===== src/snm_pkg.sv =====
// Shared widths, codes and arithmetic helpers of the Sobel normal-map block.
package snm_pkg;

	localparam int HGT_W  = 16;   // stored height, unsigned Q1.15
	localparam int D_W    = 20;   // signed gradient sum
	localparam int MAG_W  = 18;   // gradient magnitude
	localparam int SQ_W   = 38;   // dx^2 + dy^2 + dz^2
	localparam int RAD_W  = 48;   // square-root radicand
	localparam int ROOT_W = 24;   // square root
	localparam int NUM_W  = 33;   // dividend
	localparam int DEN_W  = 19;   // divisor
	localparam int SUMC_W = 18;   // red^2 + green^2 + blue^2
	localparam int CFG_IDX_W = 2;
	localparam int CFG_DAT_W = 11;

	// Height divide by 255 as a reciprocal multiply: ceil(2^32/255), exact for roots below 2^24.
	localparam int HGT_RCP_W  = 25;
	localparam int HGT_PROD_W = ROOT_W + HGT_RCP_W;
	localparam int HGT_RCP_SH = 32;
	localparam logic [HGT_RCP_W-1:0] HGT_RECIP = 25'd16843010;

	localparam logic [CFG_IDX_W-1:0] CFG_WIDTH  = 2'd0;
	localparam logic [CFG_IDX_W-1:0] CFG_HEIGHT = 2'd1;

	localparam logic FUNC_WRITE = 1'b0;
	localparam logic FUNC_QUERY = 1'b1;

	localparam logic [MAG_W-1:0] DZ_Q15     = 18'd10813;

	// neighbour read order
	localparam logic [2:0] NB_TL = 3'd0;
	localparam logic [2:0] NB_T  = 3'd1;
	localparam logic [2:0] NB_TR = 3'd2;
	localparam logic [2:0] NB_R  = 3'd3;
	localparam logic [2:0] NB_BR = 3'd4;
	localparam logic [2:0] NB_B  = 3'd5;
	localparam logic [2:0] NB_BL = 3'd6;
	localparam logic [2:0] NB_L  = 3'd7;

	function automatic logic signed [2:0] weight_x(input logic [2:0] k);
		case (k)
			NB_TL:   weight_x = -3'sd1;
			NB_TR:   weight_x = 3'sd1;
			NB_R:    weight_x = 3'sd2;
			NB_BR:   weight_x = 3'sd1;
			NB_BL:   weight_x = -3'sd1;
			NB_L:    weight_x = -3'sd2;
			default: weight_x = 3'sd0;
		endcase
	endfunction

	function automatic logic signed [2:0] weight_y(input logic [2:0] k);
		case (k)
			NB_TL:   weight_y = -3'sd1;
			NB_T:    weight_y = -3'sd2;
			NB_TR:   weight_y = -3'sd1;
			NB_BR:   weight_y = 3'sd1;
			NB_B:    weight_y = 3'sd2;
			NB_BL:   weight_y = 3'sd1;
			default: weight_y = 3'sd0;
		endcase
	endfunction

	// Height times a weight in {-2..2}, built from shift and negate.
	function automatic logic signed [D_W-1:0] scale(input logic [HGT_W-1:0] h,
			input logic signed [2:0] w);
		logic signed [D_W-1:0] e;
		e = $signed({{(D_W-HGT_W){1'b0}}, h});
		case (w)
			3'sd1:   scale = e;
			3'sd2:   scale = e <<< 1;
			-3'sd1:  scale = -e;
			-3'sd2:  scale = -(e <<< 1);
			default: scale = '0;
		endcase
	endfunction

	// Saturate quotient, apply sign, map [-1,1] onto a byte.
	function automatic logic [7:0] to_byte(input logic neg, input logic [NUM_W-1:0] q);
		logic [16:0] qs;
		logic [16:0] u;
		logic [24:0] p;
		qs = (q > NUM_W'(32768)) ? 17'd32768 : q[16:0];
		u  = neg ? (17'd32768 - qs) : (17'd32768 + qs);
		p  = 25'(u) * 25'd255;
		to_byte = p[23:16];
	endfunction

endpackage


===== src/snm_sqrt.sv =====
// Digit-by-digit integer square root, one result bit per cycle.
module snm_sqrt
	import snm_pkg::*;
(
	input  logic              clk,
	input  logic              arst_n,
	input  logic              start,
	input  logic [RAD_W-1:0]  rad,
	output logic              done,
	output logic [ROOT_W-1:0] root
);

	localparam int REM_W = ROOT_W + 2;
	localparam int CNT_W = $clog2(ROOT_W);

	logic [RAD_W-1:0]  rad_q;
	logic [REM_W-1:0]  rem_q;
	logic [ROOT_W-1:0] root_q;
	logic [CNT_W-1:0]  cnt_q;
	logic              busy_q;
	logic              done_q;
	logic [REM_W-1:0]  rem_sh;
	logic [REM_W-1:0]  trial;
	logic              fits;

	assign rem_sh = {rem_q[ROOT_W-1:0], rad_q[RAD_W-1 -: 2]};
	assign trial  = {root_q, 2'b01};
	assign fits   = rem_sh >= trial;

	always_ff @(posedge clk or negedge arst_n) begin
		if (!arst_n) begin
			busy_q <= 1'b0;
			done_q <= 1'b0;
			cnt_q  <= '0;
		end else begin
			done_q <= 1'b0;
			if (start) begin
				busy_q <= 1'b1;
				cnt_q  <= '0;
			end else if (busy_q) begin
				cnt_q <= cnt_q + 1'b1;
				if (cnt_q == CNT_W'(ROOT_W - 1)) begin
					busy_q <= 1'b0;
					done_q <= 1'b1;
				end
			end
		end
	end

	always_ff @(posedge clk) begin
		if (start) begin
			rad_q  <= rad;
			rem_q  <= '0;
			root_q <= '0;
		end else if (busy_q) begin
			rad_q  <= rad_q << 2;
			rem_q  <= fits ? (rem_sh - trial) : rem_sh;
			root_q <= {root_q[ROOT_W-2:0], fits};
		end
	end

	assign done = done_q;
	assign root = root_q;

endmodule


===== config.mk =====
export PLATFORM = sky130hd
export DESIGN_NAME = snm_sqrt
export DESIGN_NICKNAME = d
export VERILOG_FILES = /design/src/snm_pkg.sv /design/src/snm_sqrt.sv
export SDC_FILE = /design/constraint.sdc
export NUM_CORES = 1
export LEC_CHECK = 0
export BUFFER_PORTS_ARGS = -buffer_cell sky130_fd_sc_hd__buf_2
export CAP_MARGIN = 10
export CORE_AREA = 2 2 105 107
export CTS_CLUSTER_DIAMETER = 100
export DETAILED_ROUTE_END_ITERATION = 16
export DIE_AREA = 0 0 107 109
export HOLD_SLACK_MARGIN = 0.15
export PLACE_DENSITY = 0.77
export SYNTH_ARGS = -nofsm -noshare
export SYNTH_HDL_FRONTEND = slang
export SYNTH_SLANG_ARGS = --single-unit

===== constraint.sdc =====
create_clock -name clk -period 5.4 [get_ports clk]
set_input_delay 0.27 -clock clk [delete_from_list [all_inputs] [get_ports clk]]
set_output_delay 0.27 -clock clk [all_outputs]
set_load 0.01 [all_outputs]

# Word level (Yosys, flattened, before mapping)
# Index checks and enable logic that the tools add are counted.
# word_totals
input_bits	51
elab_cells	22
output_inout_bits	25
regBits	103
# op_classes
n_reduce_logical	1
eq_ne	1
n_addsub	2
magnitude_cmp	1
muxes	11
# ops
op	n
48-bit 2-to-1 mux	2
26-bit greater-or-equal comparator	1
24-bit 2-to-1 mux	1
24-bit subtractor	1
5-bit 2-to-1 mux	2
1-bit 2-to-1 mux	6
5-bit by 1-bit adder with 5-bit output (second input constant)	1
5-bit == test (second input constant)	1
2-bit nonzero test	1

# Depth between registers and ports, before layout
# depth
depth_word	4
ltp_mapped	13
ltp_nobuf	11

# Least setup slack after synthesis
# No wires, ideal clock.
# synth_timing
kind	reg-to-reg
from	register root_q[5] (netlist: root[5])
to	register rem_q[23]
path_slack_ns	2.925
n_path_buf	0
arrival_time_ns	2.355
period_less_slack_ns	2.475
setup_time_ns	0.121
required_time_ns	5.279
stages_incl_launch_ff	12
cell_sequence	dfxtp_1 inv_1 ha_1 a21oi_2 nor2_1 a211o_4 nor3_4 o21ai_4 o21ai_4 mux2_1 mux2i_1 nor4_2
# synth_between
elab_chain_cells	2
word_cells_on_any_way	3
cone_classes	1 x add/sub; 1 x order compare; 1 x mux
# synth_lines
element	line_no	text
from (decl)	snm_sqrt.sv:18	logic [ROOT_W-1:0] root_q;
from (signal assigned)	snm_sqrt.sv:58	root_q <= {root_q[ROOT_W-2:0], fits};
24-bit subtractor or 26-bit greater-or-equal comparator (tied branches)	snm_sqrt.sv:57, snm_sqrt.sv:28	
24-bit 2-to-1 mux *	snm_sqrt.sv:57	rem_q <= fits ? (rem_sh - trial) : rem_sh;
to (signal assigned)	snm_sqrt.sv:57	
to (decl)	snm_sqrt.sv:17	logic [REM_W-1:0] rem_q;
# Every way passes the cells marked *; elsewhere a longest branch is shown, timed or not.
# A chain may end at the register's enable or synchronous reset.

# Worst setup path after layout
# layout_timing
from	register root_q[13] (netlist: root[13])
to	register rem_q[15]
# The elaborated chain is that of the path after synthesis.

==> flow_metrics.env <==
export IMPL_cpMaxStageDelayCell="o21ai_4"
export IMPL_path_common_cell="o21ai_4"
export IMPL_leakagePower_nw=2.85
export IMPL_crit_chain="inv_1 -> ha_1 -> a21o_1 -> a21oi_1 -> nor2b_1 -> a311oi_2 -> o21ai_4 -> o21ai_4 -> buf_4 -> mux2_2 -> mux2i_1 -> nor2_1"
export IMPL_ys_types=67
export IMPL_place_detailed_hpwl_mm=7.66
export IMPL_skew_ps=7.86
export IMPL_async_reset_ff_frac=0.0680
export IMPL_critical_path_arrival_ps=3640
export IMPL_gp_congestion=0.834
export IMPL_seq_area_frac_synth=0.452
export IMPL_die_h_microns=109
export IMPL_worstSetupStartpointType="flop"
export IMPL_slew_violations=0
export IMPL_cts_tree="built"
export IMPL_p_int_w=0.00187
export IMPL_peakVddDrop_v=0.000265
export IMPL_hold_buffers=1
export IMPL_power_switching_w=0.00123
export IMPL_holdPathStages=2
export IMPL_synth_area_top_cells="edfxtp_1, dfxtp_1, mux2_2"
export IMPL_min_period_ps=3390
export IMPL_design_die_area_sq_um=11700
export IMPL_grt_pass1_vias=3857
export IMPL_fin_ws_ps=2010
export IMPL_yosys_warnings=0
export IMPL_clkTransAtPathRegs_ps=100
export IMPL_cts_max_path_buffers=2
export IMPL_syn_inst=519
export IMPL_worstHoldPathType="input pin to flop"
export IMPL_wl_per_cell_microns=14.7
export IMPL_port_buffers=75
export IMPL_avgViaCountPerCell=5.35
export IMPL_finish_net_count=665
export IMPL_fp_dieW_microns=107
export IMPL_synth_edff_count=48
export IMPL_cp_max_fo=28
export IMPL_htree_levels=3
export IMPL_ant_nets=0
export IMPL_p_per_area_nw_per_um2=490
export IMPL_rows=38
export IMPL_grt_pass1_wl_mm=18.0
export IMPL_vias=3915
export IMPL_status="finished, final reports clean"
export IMPL_synth_nets=597
export IMPL_finalSetupViolations=0
export IMPL_fin_crit_sh=0.628
export IMPL_post_cts_buffers=0
export IMPL_grt_max_degree=68
export IMPL_grt_overflow_total=0
export IMPL_max_slew_margin=0.346
export IMPL_pwr_share_clk=0.149
export IMPL_yosysMostFrequentCell="nor2_1"
export IMPL_worst_path_stages=12
export IMPL_finalHoldViolCount=0
export IMPL_ys_seq_elements=103
export IMPL_critical_path_class="flop to flop"
export IMPL_wl_mm=10.8
export IMPL_finalSetupTns_ps=0
export IMPL_cpPeakStageDelay_ps=690
export IMPL_clock_sinks=103
export IMPL_maxCapViolations=0
export IMPL_cts_made_buffers=9
export IMPL_yosys_top_cells_count="nor2_1, dfxtp_1, edfxtp_1"
export IMPL_synthFlopType="edfxtp_1"
export IMPL_insertedDiodeCount=0
export IMPL_rsz0062_at_grt="false"
export IMPL_crit_required_ps=5650
export IMPL_crit_buf_inv=2
export IMPL_cts_resized=0
export IMPL_firstDrtPassIters=4
export IMPL_clk_latency_ps=380
export IMPL_start_util=0.538
export IMPL_ios=76
export IMPL_pwr_share_comb=0.531
export IMPL_end_kind="flop"
export IMPL_wl_met2_mm=5.30
export IMPL_synth_top_area_share=0.253
export IMPL_dr_wl_met3_microns=609
export IMPL_p_seq_frac=0.320
export IMPL_drive_gt1_frac=0.304
export IMPL_met1_length_mm=4.73
export IMPL_area_growth_pct=11.2
export IMPL_drc=0
export IMPL_grt_usage=0.195
export IMPL_syn_area_per_cell_sq_um=11.0
export IMPL_clockRootBuffer="clkbuf_8"
export IMPL_path_delay_family="compound AO/OA/AOI/OAI gates"
export IMPL_routed_top_layer="met4"
export IMPL_coreArea_sq_um=10600
export IMPL_syn_area_sq_um=5700
export IMPL_dp_slack_ps=2020
export IMPL_synth_area_leader_cell="edfxtp_1"
export IMPL_swShare=0.397
export IMPL_rr_worst_depth=12
export IMPL_drt_iter0_drc=208
export IMPL_antenna_found_initial=0
export IMPL_fmax_mhz=295
export IMPL_tightestPinTransition_ps=979
## cell families after synthesis
logic type	count (synthesis)	synth area share
xor+xnor	23	0.0353
fa+ha+maj	27	0.0592
flops	103	0.452
mux	84	0.158
buf+inv	55	0.0463
compound gates	101	0.144
simple gates	126	0.105
## worst paths after layout
kind | to | slack [ps] | startpoint
max | rem_q[15]$_SDFFE_PP0P_ | 2010 | root[13]$_SDFFE_PP0P_
min | rad_q[0]$_SDFFCE_PN0P_ | 170 | rad[0]
max reg2reg | rem_q[15]$_SDFFE_PP0P_ | 2010 | root[13]$_SDFFE_PP0P_
min reg2reg | rem_q[16]$_SDFFE_PP0P_ | 490 | rem_q[16]$_SDFFE_PP0P_
max in group asynchronous | busy_q$_DFF_PN0_ | 5000 | arst_n
min in group asynchronous | busy_q$_DFF_PN0_ | 240 | arst_n
## layout by cell type, fill, tap and decap left out, types with 3 or more instances in the layout
master and instances:
dfrtp_1 6, a211oi_2 9, a211oi_1 6, a21oi_2 11
buf_2 74, buf_4 4, clkbuf_8 9, xnor2_1 15
o21bai_1 4, a21oi_1 21, nor3_1 5, mux2i_1 36
nor2_1 67, ha_1 27, dfxtp_1 48, and2_1 3
a21o_1 11, edfxtp_1 48, inv_1 31, xor2_1 8
nor2b_1 3, nand2_1 24, nand2b_1 3, o21ai_0 11
mux2_2 47, nand4_1 3
## cell type report
class / count / area (sq um)
Clock buffer: 10 / 128
Multi-Input combinational cell: 361 / 2860
Clock inverter: 6 / 57.6
Tap cell: 140 / 175
Timing Repair Buffer: 80 / 420
Fill cell: 881 / 4260
Sequential cell: 103 / 2580
Inverter: 32 / 120
## per-layer routing
| metal | vias to the layer above | GRT usage |
|---|---|---|
| met2 | 73 | 0.331 |
| met4 | 0 | 0.0724 |
| met1 | 1841 | 0.233 |
| met3 | 11 | 0.0628 |
| li1 | 1990 | - |
| met5 | - | 0 |
## per-stage QoR
step	util	std cells	instance area [sq um]	power, W	hold WS [ps]
6_report	0.598	732	6340	0.00311	173
5_1_grt	0.598	732	6340	0.00335	154
4_1_cts	0.597	731	6330	0.00312	152
3_5_place_dp	0.579	714	6130	0.00265	110
3_3_place_gp	0.579	714	6130	0.00261	107
2_1_floorplan	-	519	5700	0.00246	-25.6
## registers in the layout, summed over array words and instances (netlist names)
name,cells
rad_q,48
done,1
rem_q,24
root,24
busy_q,1
cnt_q,5
## power by group through the flow
stage | Combinational [W] | Sequential, W | Clock, W
6_report | 0.00165 | 0.000993 | 0.000463
3_5_place_dp | 0.00164 | 0.00101 | 0
4_1_cts | 0.00165 | 0.000994 | 0.000478
2_1_floorplan | 0.00147 | 0.000993 | 0
5_1_grt | 0.00184 | 0.00101 | 0.000504
3_3_place_gp | 0.00161 | 0.00101 | 0
(Power assumes the default switching activity.)
