## src/snm_pkg.sv

```systemverilog
// Shared widths, codes and arithmetic helpers of the Sobel normal-map block.
package snm_pkg;

	localparam int HGT_W  = 16;   // stored height, unsigned Q1.15
	localparam int D_W    = 20;   // signed gradient sum
	localparam int MAG_W  = 18;   // gradient magnitude
	localparam int SQ_W   = 38;   // dx^2 + dy^2 + dz^2
	localparam int RAD_W  = 48;   // square-root radicand
	localparam int ROOT_W = 24;   // square root
	localparam int NUM_W  = 33;   // dividend
	localparam int DEN_W  = 19;   // divisor
	localparam int SUMC_W = 18;   // red^2 + green^2 + blue^2
	localparam int CFG_IDX_W = 2;
	localparam int CFG_DAT_W = 11;

	// Height divide by 255 as a reciprocal multiply: ceil(2^32/255), exact for roots below 2^24.
	localparam int HGT_RCP_W  = 25;
	localparam int HGT_PROD_W = ROOT_W + HGT_RCP_W;
	localparam int HGT_RCP_SH = 32;
	localparam logic [HGT_RCP_W-1:0] HGT_RECIP = 25'd16843010;

	localparam logic [CFG_IDX_W-1:0] CFG_WIDTH  = 2'd0;
	localparam logic [CFG_IDX_W-1:0] CFG_HEIGHT = 2'd1;

	localparam logic FUNC_WRITE = 1'b0;
	localparam logic FUNC_QUERY = 1'b1;

	localparam logic [MAG_W-1:0] DZ_Q15     = 18'd10813;

	// neighbour read order
	localparam logic [2:0] NB_TL = 3'd0;
	localparam logic [2:0] NB_T  = 3'd1;
	localparam logic [2:0] NB_TR = 3'd2;
	localparam logic [2:0] NB_R  = 3'd3;
	localparam logic [2:0] NB_BR = 3'd4;
	localparam logic [2:0] NB_B  = 3'd5;
	localparam logic [2:0] NB_BL = 3'd6;
	localparam logic [2:0] NB_L  = 3'd7;

	function automatic logic signed [2:0] weight_x(input logic [2:0] k);
		case (k)
			NB_TL:   weight_x = -3'sd1;
			NB_TR:   weight_x = 3'sd1;
			NB_R:    weight_x = 3'sd2;
			NB_BR:   weight_x = 3'sd1;
			NB_BL:   weight_x = -3'sd1;
			NB_L:    weight_x = -3'sd2;
			default: weight_x = 3'sd0;
		endcase
	endfunction

	function automatic logic signed [2:0] weight_y(input logic [2:0] k);
		case (k)
			NB_TL:   weight_y = -3'sd1;
			NB_T:    weight_y = -3'sd2;
			NB_TR:   weight_y = -3'sd1;
			NB_BR:   weight_y = 3'sd1;
			NB_B:    weight_y = 3'sd2;
			NB_BL:   weight_y = 3'sd1;
			default: weight_y = 3'sd0;
		endcase
	endfunction

	// Height times a weight in {-2..2}, built from shift and negate.
	function automatic logic signed [D_W-1:0] scale(input logic [HGT_W-1:0] h,
			input logic signed [2:0] w);
		logic signed [D_W-1:0] e;
		e = $signed({{(D_W-HGT_W){1'b0}}, h});
		case (w)
			3'sd1:   scale = e;
			3'sd2:   scale = e <<< 1;
			-3'sd1:  scale = -e;
			-3'sd2:  scale = -(e <<< 1);
			default: scale = '0;
		endcase
	endfunction

	// Saturate quotient, apply sign, map [-1,1] onto a byte.
	function automatic logic [7:0] to_byte(input logic neg, input logic [NUM_W-1:0] q);
		logic [16:0] qs;
		logic [16:0] u;
		logic [24:0] p;
		qs = (q > NUM_W'(32768)) ? 17'd32768 : q[16:0];
		u  = neg ? (17'd32768 - qs) : (17'd32768 + qs);
		p  = 25'(u) * 25'd255;
		to_byte = p[23:16];
	endfunction

endpackage

```

## src/snm_div.sv

```systemverilog
// Restoring unsigned divider, one quotient bit per cycle.
module snm_div
	import snm_pkg::*;
(
	input  logic             clk,
	input  logic             arst_n,
	input  logic             start,
	input  logic [NUM_W-1:0] num,
	input  logic [DEN_W-1:0] den,
	output logic             done,
	output logic [NUM_W-1:0] quo
);

	localparam int CNT_W = $clog2(NUM_W);

	logic [NUM_W-1:0] quo_q;
	logic [DEN_W-1:0] rem_q;
	logic [DEN_W-1:0] den_q;
	logic [CNT_W-1:0] cnt_q;
	logic             busy_q;
	logic             done_q;
	logic [DEN_W:0]   rem_sh;
	logic             fits;

	assign rem_sh = {rem_q, quo_q[NUM_W-1]};
	assign fits   = rem_sh >= {1'b0, den_q};

	always_ff @(posedge clk or negedge arst_n) begin
		if (!arst_n) begin
			busy_q <= 1'b0;
			done_q <= 1'b0;
			cnt_q  <= '0;
		end else begin
			done_q <= 1'b0;
			if (start) begin
				busy_q <= 1'b1;
				cnt_q  <= '0;
			end else if (busy_q) begin
				cnt_q <= cnt_q + 1'b1;
				if (cnt_q == CNT_W'(NUM_W - 1)) begin
					busy_q <= 1'b0;
					done_q <= 1'b1;
				end
			end
		end
	end

	always_ff @(posedge clk) begin
		if (start) begin
			quo_q <= num;
			rem_q <= '0;
			den_q <= den;
		end else if (busy_q) begin
			rem_q <= fits ? DEN_W'(rem_sh - {1'b0, den_q}) : rem_sh[DEN_W-1:0];
			quo_q <= {quo_q[NUM_W-2:0], fits};
		end
	end

	assign done = done_q;
	assign quo  = quo_q;

endmodule

```

## config.mk

```make
export PLATFORM = sky130hd
export DESIGN_NAME = snm_div
export DESIGN_NICKNAME = d
export VERILOG_FILES = /design/src/snm_pkg.sv /design/src/snm_div.sv
export SDC_FILE = /design/constraint.sdc
export NUM_CORES = 1
export LEC_CHECK = 0
export BUFFER_PORTS_ARGS = -buffer_cell sky130_fd_sc_hd__buf_2
export CORE_MARGIN = 2
export CORE_UTILIZATION = 50
export CTS_CLUSTER_SIZE = 10
export DETAILED_ROUTE_END_ITERATION = 8
export PLACE_DENSITY_LB_ADDON = 0.1
export SYNTH_ARGS = -nofsm -noshare
export SYNTH_HDL_FRONTEND = slang
export SYNTH_SLANG_ARGS = --single-unit
```

## constraint.sdc

```tcl
create_clock -name clk -period 2.3 [get_ports clk]
set_input_delay 0.575 -clock clk [delete_from_list [all_inputs] [get_ports clk]]
set_output_delay 0.575 -clock clk [all_outputs]
set_load 0.05 [all_outputs]
```

======== Word level (Yosys, flattened, before mapping) ========
Cells that the tools add are included.
word-level totals
  flip-flop bits (word level) ............. 79
  input bits .............................. 55
  logic and storage cells ................. 22
cells by class
  add/sub/neg operators ................... 2
  magnitude comparators ................... 1
  eq/ne operators ......................... 1
  mux-type cells .......................... 11
  reduce and logical (&&, ||, !) cells .... 1
operators by type and width
  cell                 number
  $mux 33              2
  $ge 20x19->1         1
  $mux 19              1
  $sub 19x19->19       1
  $mux 6               2
  $add 6x1->6 const B  1
  $eq 6x6->1 const B   1
  $mux 1               6
  $reduce_bool 2->1    1

======== Logic depth before layout (Yosys ltp) ========
Gate-level depths: netlist of run 1.
  depth after elaboration ................. 4
  mapped depth ............................ 11

======== Worst setup path before layout of run 1 ========
OpenSTA, ideal clock, no wires.
  path kind ............................... register to register
  start point ............................. register quo_q[32] (netlist: quo[32])
  end point ............................... register rem_q[17]
  setup time .............................. 117 ps
  arrival ................................. 2653 ps
  slack ................................... -470 ps
  stages on the path, launching flop included .. 11
  cells stage by stage .................... edfxtp_1 > inv_1 > ha_1 > fa_1 > nand2b_1 > a21oi_1 > o211ai_1 > a2bb2oi_4 > buf_8 > a41oi_2 > a22o_1
on the way
  word-level cells in the longest chain between the ends .. 2
  elaborated cells between the ends (all ways) .. 3
RTL lines
  what                                            RTL line                      text
  from (decl)                                     snm_div.sv:16                 logic [NUM_W-1:0] quo_q;
  from (signal assigned)                          snm_div.sv:50                 quo_q <= num;
  from (signal assigned)                          snm_div.sv:55                 quo_q <= {quo_q[NUM_W-2:0], fits};
  $sub 19x19->19 or $ge 20x19->1 (tied branches)  snm_div.sv:54, snm_div.sv:26
  $mux 19 (*)                                     snm_div.sv:54                 rem_q <= fits ? DEN_W'(rem_sh - {1'b0, den_q}) : rem_sh[DEN_W-1:0];
  to (signal assigned)                            snm_div.sv:54
  to (decl)                                       snm_div.sv:17                 logic [DEN_W-1:0] rem_q;
Mark *: on every way between the ends. The rest lies on a longest branch, timed or not.
A chain may end at the register's enable or synchronous reset.

======== Final worst setup path of run 1 ========
  start point ............................. register den_q[0]
  end point ............................... register rem_q[1]
on the way
  word-level cells in the longest chain between the ends .. 2
  elaborated cells between the ends (all ways) .. 3
RTL lines
  what                                            RTL line                      text
  from (decl)                                     snm_div.sv:18                 logic [DEN_W-1:0] den_q;
  from (signal assigned)                          snm_div.sv:52                 den_q <= den;
  $sub 19x19->19 or $ge 20x19->1 (tied branches)  snm_div.sv:54, snm_div.sv:26
  $mux 19 (*)                                     snm_div.sv:54
Marked as above.

==> qor.csv, run 1 <==
metric,value,unit
ys_seq_elements,79,
syn2layout_area_growth,26.9,%
start_util,52.1,%
async_flop_share,10.1,%
cts_max_path_buffers,2,
antenna_found_initial,0,
synth_adder_area_share,6.58,%
post_synth_xor_area_fraction,3.26,%
synthTopCellsByCount,"edfxtp_1 (52), mux2_2 (33), inv_1 (27), nand2_1 (27), nor2_1 (24)",
relSlewSlack,75.9,%
port_buffers,88,
h-tree-depth,3,
rr_endpoint,rem_q[1],
grt_pass1_vias,3301,
cts_buffers,9,
holdBufCountCts,0,
p_seq_share,47.3,%
drc,0,
crit_required,2.59,ns
r2r_cells,10,
end_kind,flip-flop,
gp_congestion,0.892,
tns,-0.0219,ns
placed_area,5070,um2
syn-cell-area,4300,um2
switching_share,29.3,%
clk_pin_slew,0.08,ns
violations,negative setup slack,
ant_nets,0,
comb_power_share,19.4,%
path_max_fanout,8,
crit_type,reg -> reg,
synth_compound_area_share,13.2,%
synth_top_cell_by_area,edfxtp_1,
top_layer,met4,
p_int,2.49,mW
vias,3266,
grt_max_degree,33,
power.share.clock,33.3,%
synth-simple-area-share,11.2,%
drtIter0Drc,171,
hold_class,in -> async,
met2_length,4640,um
clock.fmax,0.431,GHz
routed_via_density,5.42,
finalHoldViolations,0,
slew_violations,0,
fp.dieH,96.7,um
synthesis.nets,453,
cts_tree,yes,
die_width,96.7,um
design_area,5460,um2
worst_hold_slack,0.0478,ns
cp_data_arrival_time,2.61,ns
setup_viol,2,
power.density,646,nW/um2
fin_crit_sh,101,%
grt_pass1_wl,15800,um
cts_root_buf,clkbuf_8,
p_sw,1.03,mW
clock-sinks,79,
die_area,9360,um2
io_pins,89,
synthCells,376,
r2r_slack,-0.02,ns
min_period,2.32,ns
crit_path_top_delay_cell,edfxtp_1,
syn_avg_cell_area,11.4,um2
fin_nets,570,
worst_pin_slew,0.358,ns
postRouteWirelength,9680,um
n_antenna_cell,0,
synth.area.top_cells,"edfxtp_1 (36%), dfxtp_1 (8.8%), mux2_2 (8.6%)",
synth_top_family_by_area,compound AO/OA/AOI/OAI gates,
yosysWarningCount,0,
synthMuxAreaShare,11.4,%
met3WireLength,571,um
synth_cell_types,56,
core,8260,um2
grt.total_usage,20.8,%
cpPeakStageDelay,0.38,ns
dpl.hpwl,6920,um
synth-main-ff-cell,edfxtp_1,
drv_cap,0,
rows,33,
finClkSkew,0.0106,ns
wl_per_cell,16.0,um
ys_seq_area_share,49.8,%
clock_latency,0.35,ns
rsz0062_at_grt,true,
status,finished with violations,
path_cells,ha_2 > fa_2 > nand2b_4 > a21oi_4 > o211ai_1 > a2bb2oi_4 > buf_12 > nor2_1 > a21oi_1 > a22o_1,
cp-start-kind,flip-flop,
yosysMostFrequentCell,edfxtp_1,
drive_gt1_share,42.6,%
synth_edf_count,52,
fin_util,66.1,%
drt-pass1-iter-count,4,
synth_top_area_share,36.3,%
dp_slack,0.0197,ns
power_leakage,2.38,nW
r2r_start,den_q[0],
grt.overflow.total,0,
wl_met1,4300,um
setup_slack,-0.0212,ns
vdd_drop_max,400,uV
how the worst max path moves through the flow:
stage	startpoint	to	slack, ns	cells after the start
finish	den_q[0]	rem_q[1]	-0.02	10
global route	quo[32]	rem_q[1]	-0.12	11
detailed placement	rem_q[16]	quo[0]	0.02	7
global placement	den_q[2]	rem_q[17]	0.06	9
CTS	den_q[0]	rem_q[1]	0.02	10
floorplan	quo[32]	rem_q[17]	-0.31	10
logic make-up after synthesis:
logic type / count (synthesis)
AO/OA/AOI/OAI: 78
XOR/XNOR: 16
adder cells (fa/ha/maj): 22
buffers and inverters: 43
flip-flops: 79
multiplexers: 45
AND/OR/NAND/NOR: 93
layout by cell type, fill, tap and decap left out, types with 3 or more instances in the layout:
| master | netlist | routed |
|---|---|---|
| buf_2 | 3 | 88 |
| edfxtp_1 | 52 | 52 |
| mux2_2 | 33 | 33 |
| buf_4 | 0 | 27 |
| inv_1 | 27 | 26 |
| nand2_1 | 27 | 26 |
| nor2_1 | 24 | 23 |
| dfxtp_1 | 19 | 18 |
| a21oi_1 | 20 | 15 |
| ha_1 | 21 | 14 |
| mux2i_1 | 12 | 11 |
| o21ai_1 | 11 | 9 |
| clkbuf_8 | 0 | 9 |
| xor2_1 | 8 | 8 |
| xnor2_1 | 8 | 8 |
| dfrtp_1 | 8 | 8 |
| nand3_1 | 7 | 7 |
| o21ai_0 | 6 | 6 |
| a21o_1 | 5 | 5 |
| o211ai_1 | 5 | 5 |
| nand2b_1 | 6 | 5 |
| ha_2 | 0 | 5 |
| nand2_2 | 3 | 4 |
| nand4_1 | 4 | 4 |
| a21oi_2 | 0 | 4 |
| o21ai_2 | 2 | 4 |
| a211oi_1 | 4 | 4 |
| buf_12 | 0 | 4 |
| a211o_1 | 3 | 3 |
| a211oi_2 | 3 | 3 |
| nor2b_1 | 4 | 3 |
| a31oi_1 | 3 | 3 |
| o221ai_2 | 0 | 3 |
final cells by class:
class,count,area (um2)
clock inverter,6,93.8
tap,105,131
sequential,79,2140
clock buffer,10,128
multi-input combinational,254,2090
inverter,27,101
fill,653,2800
timing repair buffer,122,771
critical path, delay by kind of cell (launching register included):
kind                       cells  cell delay [ns]
AOI/OAI and AO/OA              5             0.93
adders and majority gates      2             0.56
DFF                            1             0.38
and+or+nand+nor                2             0.21
buffers and inverters          1             0.17
power by group through the flow:
stage                     Clock, mW  Sequential, mW  Combinational [mW]
after CTS                      1.21            1.67               0.665
after global placement            0            1.69               0.651
after global routing           1.26            1.68               0.738
after detailed placement          0            1.70               0.663
final                          1.17            1.67               0.685
after floorplan                   0            1.91               0.255
routing by layer:
layer | track usage, % | vias up
li1 | - | 1608
met1 | 26.9 | 1552
met2 | 33.9 | 92
met3 | 5.06 | 14
met4 | 7.48 | 0
met5 | 0 | -
timing repair:
action | 4_1_cts | 5_1_grt
buffers inserted | 0 | 6
resized for setup | 0 | 24
endpoints found under the setup margin | 0 | 17
registers in the layout, indices dropped and copies added (netlist names):
register	cells
rem_q	19
done	1
cnt_q	6
den_q	19
quo	33
busy_q	1
through the flow:
step	power, mW	cells
after global routing	3.68	603
after floorplan	2.16	376
after global placement	2.35	581
after CTS	3.54	597
after detailed placement	2.36	581
final	3.53	603
(Power assumes the default switching activity.)
==> run 2: changes to the inputs <==
- CORE_UTILIZATION: 50 -> 55
- CTS_CLUSTER_DIAMETER: not set -> 150
- clock period: 2.3 -> 2.8 ns (I/O delays scaled with it)
==> run 2 against run 1 <==
Non-clock buffer count fell by 25. Clock power shrank 20%. Hold slack better by 0.12 ns. Via count is 5.4% lower. First-iteration DRC count shrank 20%. Critical path depth did not move. Final cell count down 4.6%. Critical path type unchanged. Worst setup slack improved by 0.33 ns. The flow now finishes without violations.
==> qor.csv, run 2 (same netlist as run 1, synthesis figures left out) <==
metric,value,unit,change
status,finished clean,,
crit_type,reg -> reg,,
grt_pass1_vias,3112,,-5.7%
ant_nets,0,,unchanged
fillers,605,,-7.4%
grt.total_usage,20.8,%,+0.094 points
tns,0,ns,+0.0219 ns
min_period,2.49,ns,+0.171 ns
wl_per_cell,14.5,um,-9.5%
rows,32,,-3.0%
clk_pin_slew,0.09,ns,about the same
setup_viol,0,,-2
switching_share,28.7,%,-0.65 points
postRouteWirelength,8350,um,-14%
fin_nets,545,,-4.4%
drv_cap,0,,unchanged
drive_gt1_share,33.8,%,-8.7 points
cp-start-kind,flip-flop,,
holdBufCountCts,0,,unchanged
clock-sinks,79,,unchanged
setup_slack,0.308,ns,+0.329 ns
met1_usage,27.2,%,+0.32 points
relSlewSlack,36.4,%,-40 points
clock.fmax,0.401,GHz,-6.9%
n_antenna_cell,0,,unchanged
fin_crit_sh,89.0,%,-12 points
hold_class,in -> async,,
grtUsageMet3,7.00,%,+1.9 points
power.share.clock,33.3,%,about the same
syn2layout_area_growth,18.4,%,
h-tree-depth,3,,unchanged
clock_latency,0.35,ns,about the same
drt-pass1-iter-count,4,,unchanged
cts-resized-gates,0,,unchanged
grt_util_met2,33.1,%,-0.83 points
grt.overflow.total,0,,unchanged
slew_violations,0,,unchanged
final_common_cell,buf_2,,
finalHoldViolations,0,,unchanged
p_int,2.01,mW,-19%
rsz0062_at_grt,false,,
comb_power_share,18.2,%,-1.2 points
grt_max_degree,55,,+67%
finClkSkew,0.00852,ns,-0.00212 ns
power.density,553,nW/um2,-14%
largest_reg_flops,33,,unchanged
cts_max_path_buffers,2,,unchanged
drc,0,,unchanged
drtIter0Drc,136,,-20%
area.sequential,2140,um2,about the same
dpl.hpwl,6150,um,-11%
worst_pin_slew,0.953,ns,+0.595 ns
path_max_fanout,14,,+6
cts_root_buf,clkbuf_8,,
p_seq_share,48.6,%,+1.3 points
gp_congestion,0.956,,+7.3%
io_pins,89,,unchanged
end_kind,flip-flop,,
vdd_drop_max,379,uV,-5.2%
grt_pass1_wl,14100,um,-11%
die_width,92.4,um,-4.5%
start_util,56.2,%,+4.2 points
core,7650,um2,-7.4%
vias,3089,,-5.4%
crit_required,3.07,ns,+0.48 ns
p_sw,807,uW,-22%
antenna_found_initial,0,,unchanged
cts_tree,yes,,
top_usage_layer,met2,,
fp.dieH,92.4,um,-4.5%
port_buffers,88,,unchanged
final_cell_mix,"buf_2 (88), edfxtp_1 (52), mux2_2 (33)",,
power,2.82,mW,-20%
cts_buffers,9,,unchanged
dp_slack,0.331,ns,+0.311 ns
routed_via_density,5.37,,-0.81%
power_leakage,2.23,nW,-6.3%
die_area,8540,um2,-8.7%
cp_data_arrival_time,2.76,ns,+0.15 ns
post_cts.repair.setup_buffers,0,,unchanged
multi_input_area,1960,um2,-5.9%
[run 2: critical path, cell delays in order, from the launching register on]
cell	delay, ns
edfxtp_1	0.38
inv_1	0.06
ha_1	0.22
fa_1	0.40
nand2b_1	0.18
a21oi_1	0.21
o211ai_1	0.20
a2bb2oi_4	0.20
buf_4	0.24
nand2_4	0.09
o221ai_1	0.24
[run 2: layout make-up]
class	instances	share of cell area (%)
tap	102	2.51
clock inverter	7	1.89
inverter	27	1.99
multi-input combinational	254	38.6
sequential	79	42.1
timing repair buffer	97	10.5
clock buffer	9	2.43
[run 2: metal layers]
metal	vias to the layer above	part of all wire, %
met5	-	0
met4	0	1.6
met3	13	6.5
met2	87	46
met1	1439	45
li1	1550	-
[run 2: worst paths after layout]
check	from	to	slack (ns)	cells past startpoint
hold / removal	arst_n	cnt_q[2]	0.17	1
min in group clk	rem_q[2]	rem_q[2]	0.48	2
setup / recovery	quo[32]	rem_q[11]	0.31	10
max in group asynchronous	arst_n	done	2.46	1
setup reg to reg	quo[32]	rem_q[11]	0.31	10
hold reg to reg	rem_q[2]	rem_q[2]	0.48	2
[run 2: stage by stage]
step,utilization (%),hold slack [ns],cells,area (um2)
global route,66.5,0.158,575,5090
CTS,66.5,0.163,575,5090
global placement,63.7,0.457,559,4870
floorplan,-,0.404,376,4300
finish,66.5,0.171,575,5090
detailed placement,63.7,0.471,559,4870
[run 2: power groups by stage]
stage	Sequential [mW]	Clock, mW	Combinational, mW
floorplan	1.56	0	0.204
global placement	1.39	0	0.506
detailed placement	1.39	0	0.512
CTS	1.37	0.958	0.513
global route	1.38	0.998	0.552
finish	1.37	0.937	0.511
==> run 3: changes to the inputs <==
- ABC_AREA: not set -> 1
==> run 3 against run 2 <==
Register-to-register slack improved by 0.24 ns. Power is 50% higher. Hold slack worse by 0.0059 ns. Utilization is 1.1 points lower. Die area up 7.3%. Worst setup slack better by 0.24 ns. Sequential power increased by 12%. Global-route usage is 3.6 points higher. Flip-flop and latch count is the same. Critical endpoint is now rem_q[18].
==> qor.csv, run 3 <==
metric,value,unit,change
p_seq_share,36.3,%,-12 points
p_sw,1.73,mW,+110%
fin_nets,774,,+42%
syn_avg_cell_area,7.61,um2,-33%
fin_crit_sh,80.6,%,-8.4 points
rows,33,,+3.1%
slew_violations,0,,unchanged
grt_pass1_wl,17500,um,+24%
synth_cell_types,34,,-39%
rsz0062_at_grt,false,,
power.density,788,nW/um2,+42%
switching_share,41.0,%,+12 points
clk_pin_slew,0.09,ns,about the same
cts-resized-gates,0,,unchanged
clock-sinks,79,,unchanged
placed_area,5160,um2,+5.9%
finalHoldViolations,0,,unchanged
core,8180,um2,+6.9%
synth_edf_count,52,,unchanged
grt_max_degree,37,,-33%
fp.dieH,95.7,um,+3.6%
vias,4020,,+30%
grt.total_usage,24.4,%,+3.6 points
crit_type,reg -> reg,,
cts_buffers,9,,unchanged
syn-cell-area,4630,um2,+7.6%
drtIter0Drc,145,,+6.6%
post_cts.repair.setup_buffers,0,,unchanged
synth-main-ff-cell,edfxtp_1,,
path_max_fanout,20,,+6
finClkSkew,0.0134,ns,+0.00487 ns
wl_per_cell,12.6,um,-13%
min_period,2.26,ns,-0.236 ns
cts_tree,yes,,
ys_seq_elements,79,,unchanged
grt.overflow.total,0,,unchanged
synthTopCellsByCount,"nand2_1 (249), inv_1 (90), edfxtp_1 (52)",,
grt_pass1_vias,3949,,+27%
async_flop_share,10.1,%,unchanged
drv_cap,0,,unchanged
final_cell_mix,"nand2_1 (249), inv_1 (90), buf_2 (88)",,
r2r_slack,0.54,ns,+0.24 ns
setup_viol,0,,unchanged
clock.fmax,0.443,GHz,+10%
cts_max_path_buffers,2,,unchanged
synth.area.top_cells,"edfxtp_1 (34%), nand2_1 (20%), dfxtp_1 (8.2%)",,
die_width,95.7,um,+3.6%
routed_via_density,4.98,,-7.3%
gp_congestion,0.921,,-3.7%
start_util,56.6,%,+0.38 points
largest_reg_flops,33,,unchanged
syn2layout_area_growth,15.7,%,
status,finished clean,,
synthesis.nets,685,,+51%
port_buffers,88,,unchanged
dpl.hpwl,7530,um,+22%
synth_top_cell_by_area,edfxtp_1,,
cp_data_arrival_time,2.55,ns,-0.21 ns
antenna_found_initial,0,,unchanged
relSlewSlack,55.7,%,+19 points
ys_seq_area_share,46.3,%,-3.5 points
clock_latency,0.36,ns,about the same
die_area,9160,um2,+7.3%
final_common_cell,nand2_1,,
power.share.clock,19.9,%,-13 points
holdBufCountCts,0,,unchanged
n_antenna_cell,0,,unchanged
design_area,5350,um2,+5.2%
tns,0,ns,unchanged
comb_power_share,43.8,%,+26 points
io_pins,89,,unchanged
yosysMostFrequentCell,nand2_1,,
drt-pass1-iter-count,4,,unchanged
cts_root_buf,clkbuf_8,,
synthCells,608,,+62%
drc,0,,unchanged
worst_hold_slack,0.165,ns,-0.00592 ns
hold_class,in -> async,,
ant_nets,0,,unchanged
cp-start-kind,flip-flop,,
synth_top_area_share,33.7,%,-2.6 points
crit_required,3.09,ns,+0.02 ns
power_leakage,2.86,nW,+28%
p_int,2.49,mW,+24%
vdd_drop_max,369,uV,-2.5%
drive_gt1_share,18.2,%,-16 points
yosysWarningCount,0,,unchanged
postRouteWirelength,10200,um,+22%
worst_pin_slew,0.663,ns,-0.290 ns
end_kind,flip-flop,,
h-tree-depth,3,,unchanged
## run 3: cell count changes after synthesis, sizes merged, moves of 6 or more
cell and change:
nand2b -6, mux2 -33, inv +65, nand2 +225
mux2i -12, nand3b +8, nand3 +37, a211oi -7
nor3 +6
## run 3: final cells by class
class | instances | area, um2
Clock inverter | 7 | 73.8
Clock buffer | 9 | 124
Multi-Input combinational cell | 418 | 2030
Fill cell | 760 | 2820
Sequential cell | 79 | 2140
Inverter | 92 | 345
Tap cell | 105 | 131
Timing Repair Buffer | 97 | 508
## run 3: critical path, stage by stage (launching register included)
cell      delay (ns)
edfxtp_1        0.36
inv_1           0.08
ha_1            0.24
fa_1            0.45
inv_1           0.11
nand3_1         0.08
nand2_2         0.11
nand2_1         0.09
nand3_2         0.08
nand2_2         0.07
buf_4           0.22
nand3_1         0.11
nand2_1         0.05
inv_1           0.05
nand2_1         0.04
nand2_1         0.05
## run 3: through the flow
stage          setup WS, ns  utilization [%]  power [mW]  instances
2_1_floorplan         0.233                -        3.02        608
3_3_place_gp          0.593             63.1        3.35        791
3_5_place_dp          0.571             63.1        3.39        791
4_1_cts               0.556             65.5        4.24        807
5_1_grt               0.354             65.5        4.58        807
6_report              0.543             65.5        4.22        807
## run 3: cells by family after synthesis
logic type,synth area share (%)
flops,46.3
simple gates,31.9
compound gates,4.14
buf+inv,9.84
xor+xnor,1.70
fa+ha+maj,6.11
## run 3: path summary, 6_finish.rpt
| path | start | to | depth (start not counted) |
|---|---|---|---|
| max | quo[32] | rem_q[18] | 15 |
| min | arst_n | cnt_q[3] | 1 |
| max reg2reg | quo[32] | rem_q[18] | 15 |
| min reg2reg | rem_q[12] | rem_q[12] | 2 |
| max in group asynchronous | arst_n | cnt_q[2] | 1 |
| min in group clk | rem_q[12] | rem_q[12] | 2 |
## run 3: metal layers
layer | track usage [%] | vias to the layer above | part of all wire (%)
li1 | - | 2082 | -
met1 | 31.1 | 1800 | 44
met2 | 40.6 | 122 | 47
met3 | 7.28 | 16 | 7.5
met4 | 6.55 | 0 | 1.6
met5 | 0 | - | 0
## run 3: power by group through the flow
stage               combinational (mW)  clock, mW  sequential, mW
floorplan                         1.31          0            1.71
global placement                  1.80          0            1.55
detailed placement                1.84          0            1.55
CTS                               1.85      0.865            1.53
global route                      2.11      0.918            1.55
finish                            1.85      0.841            1.53
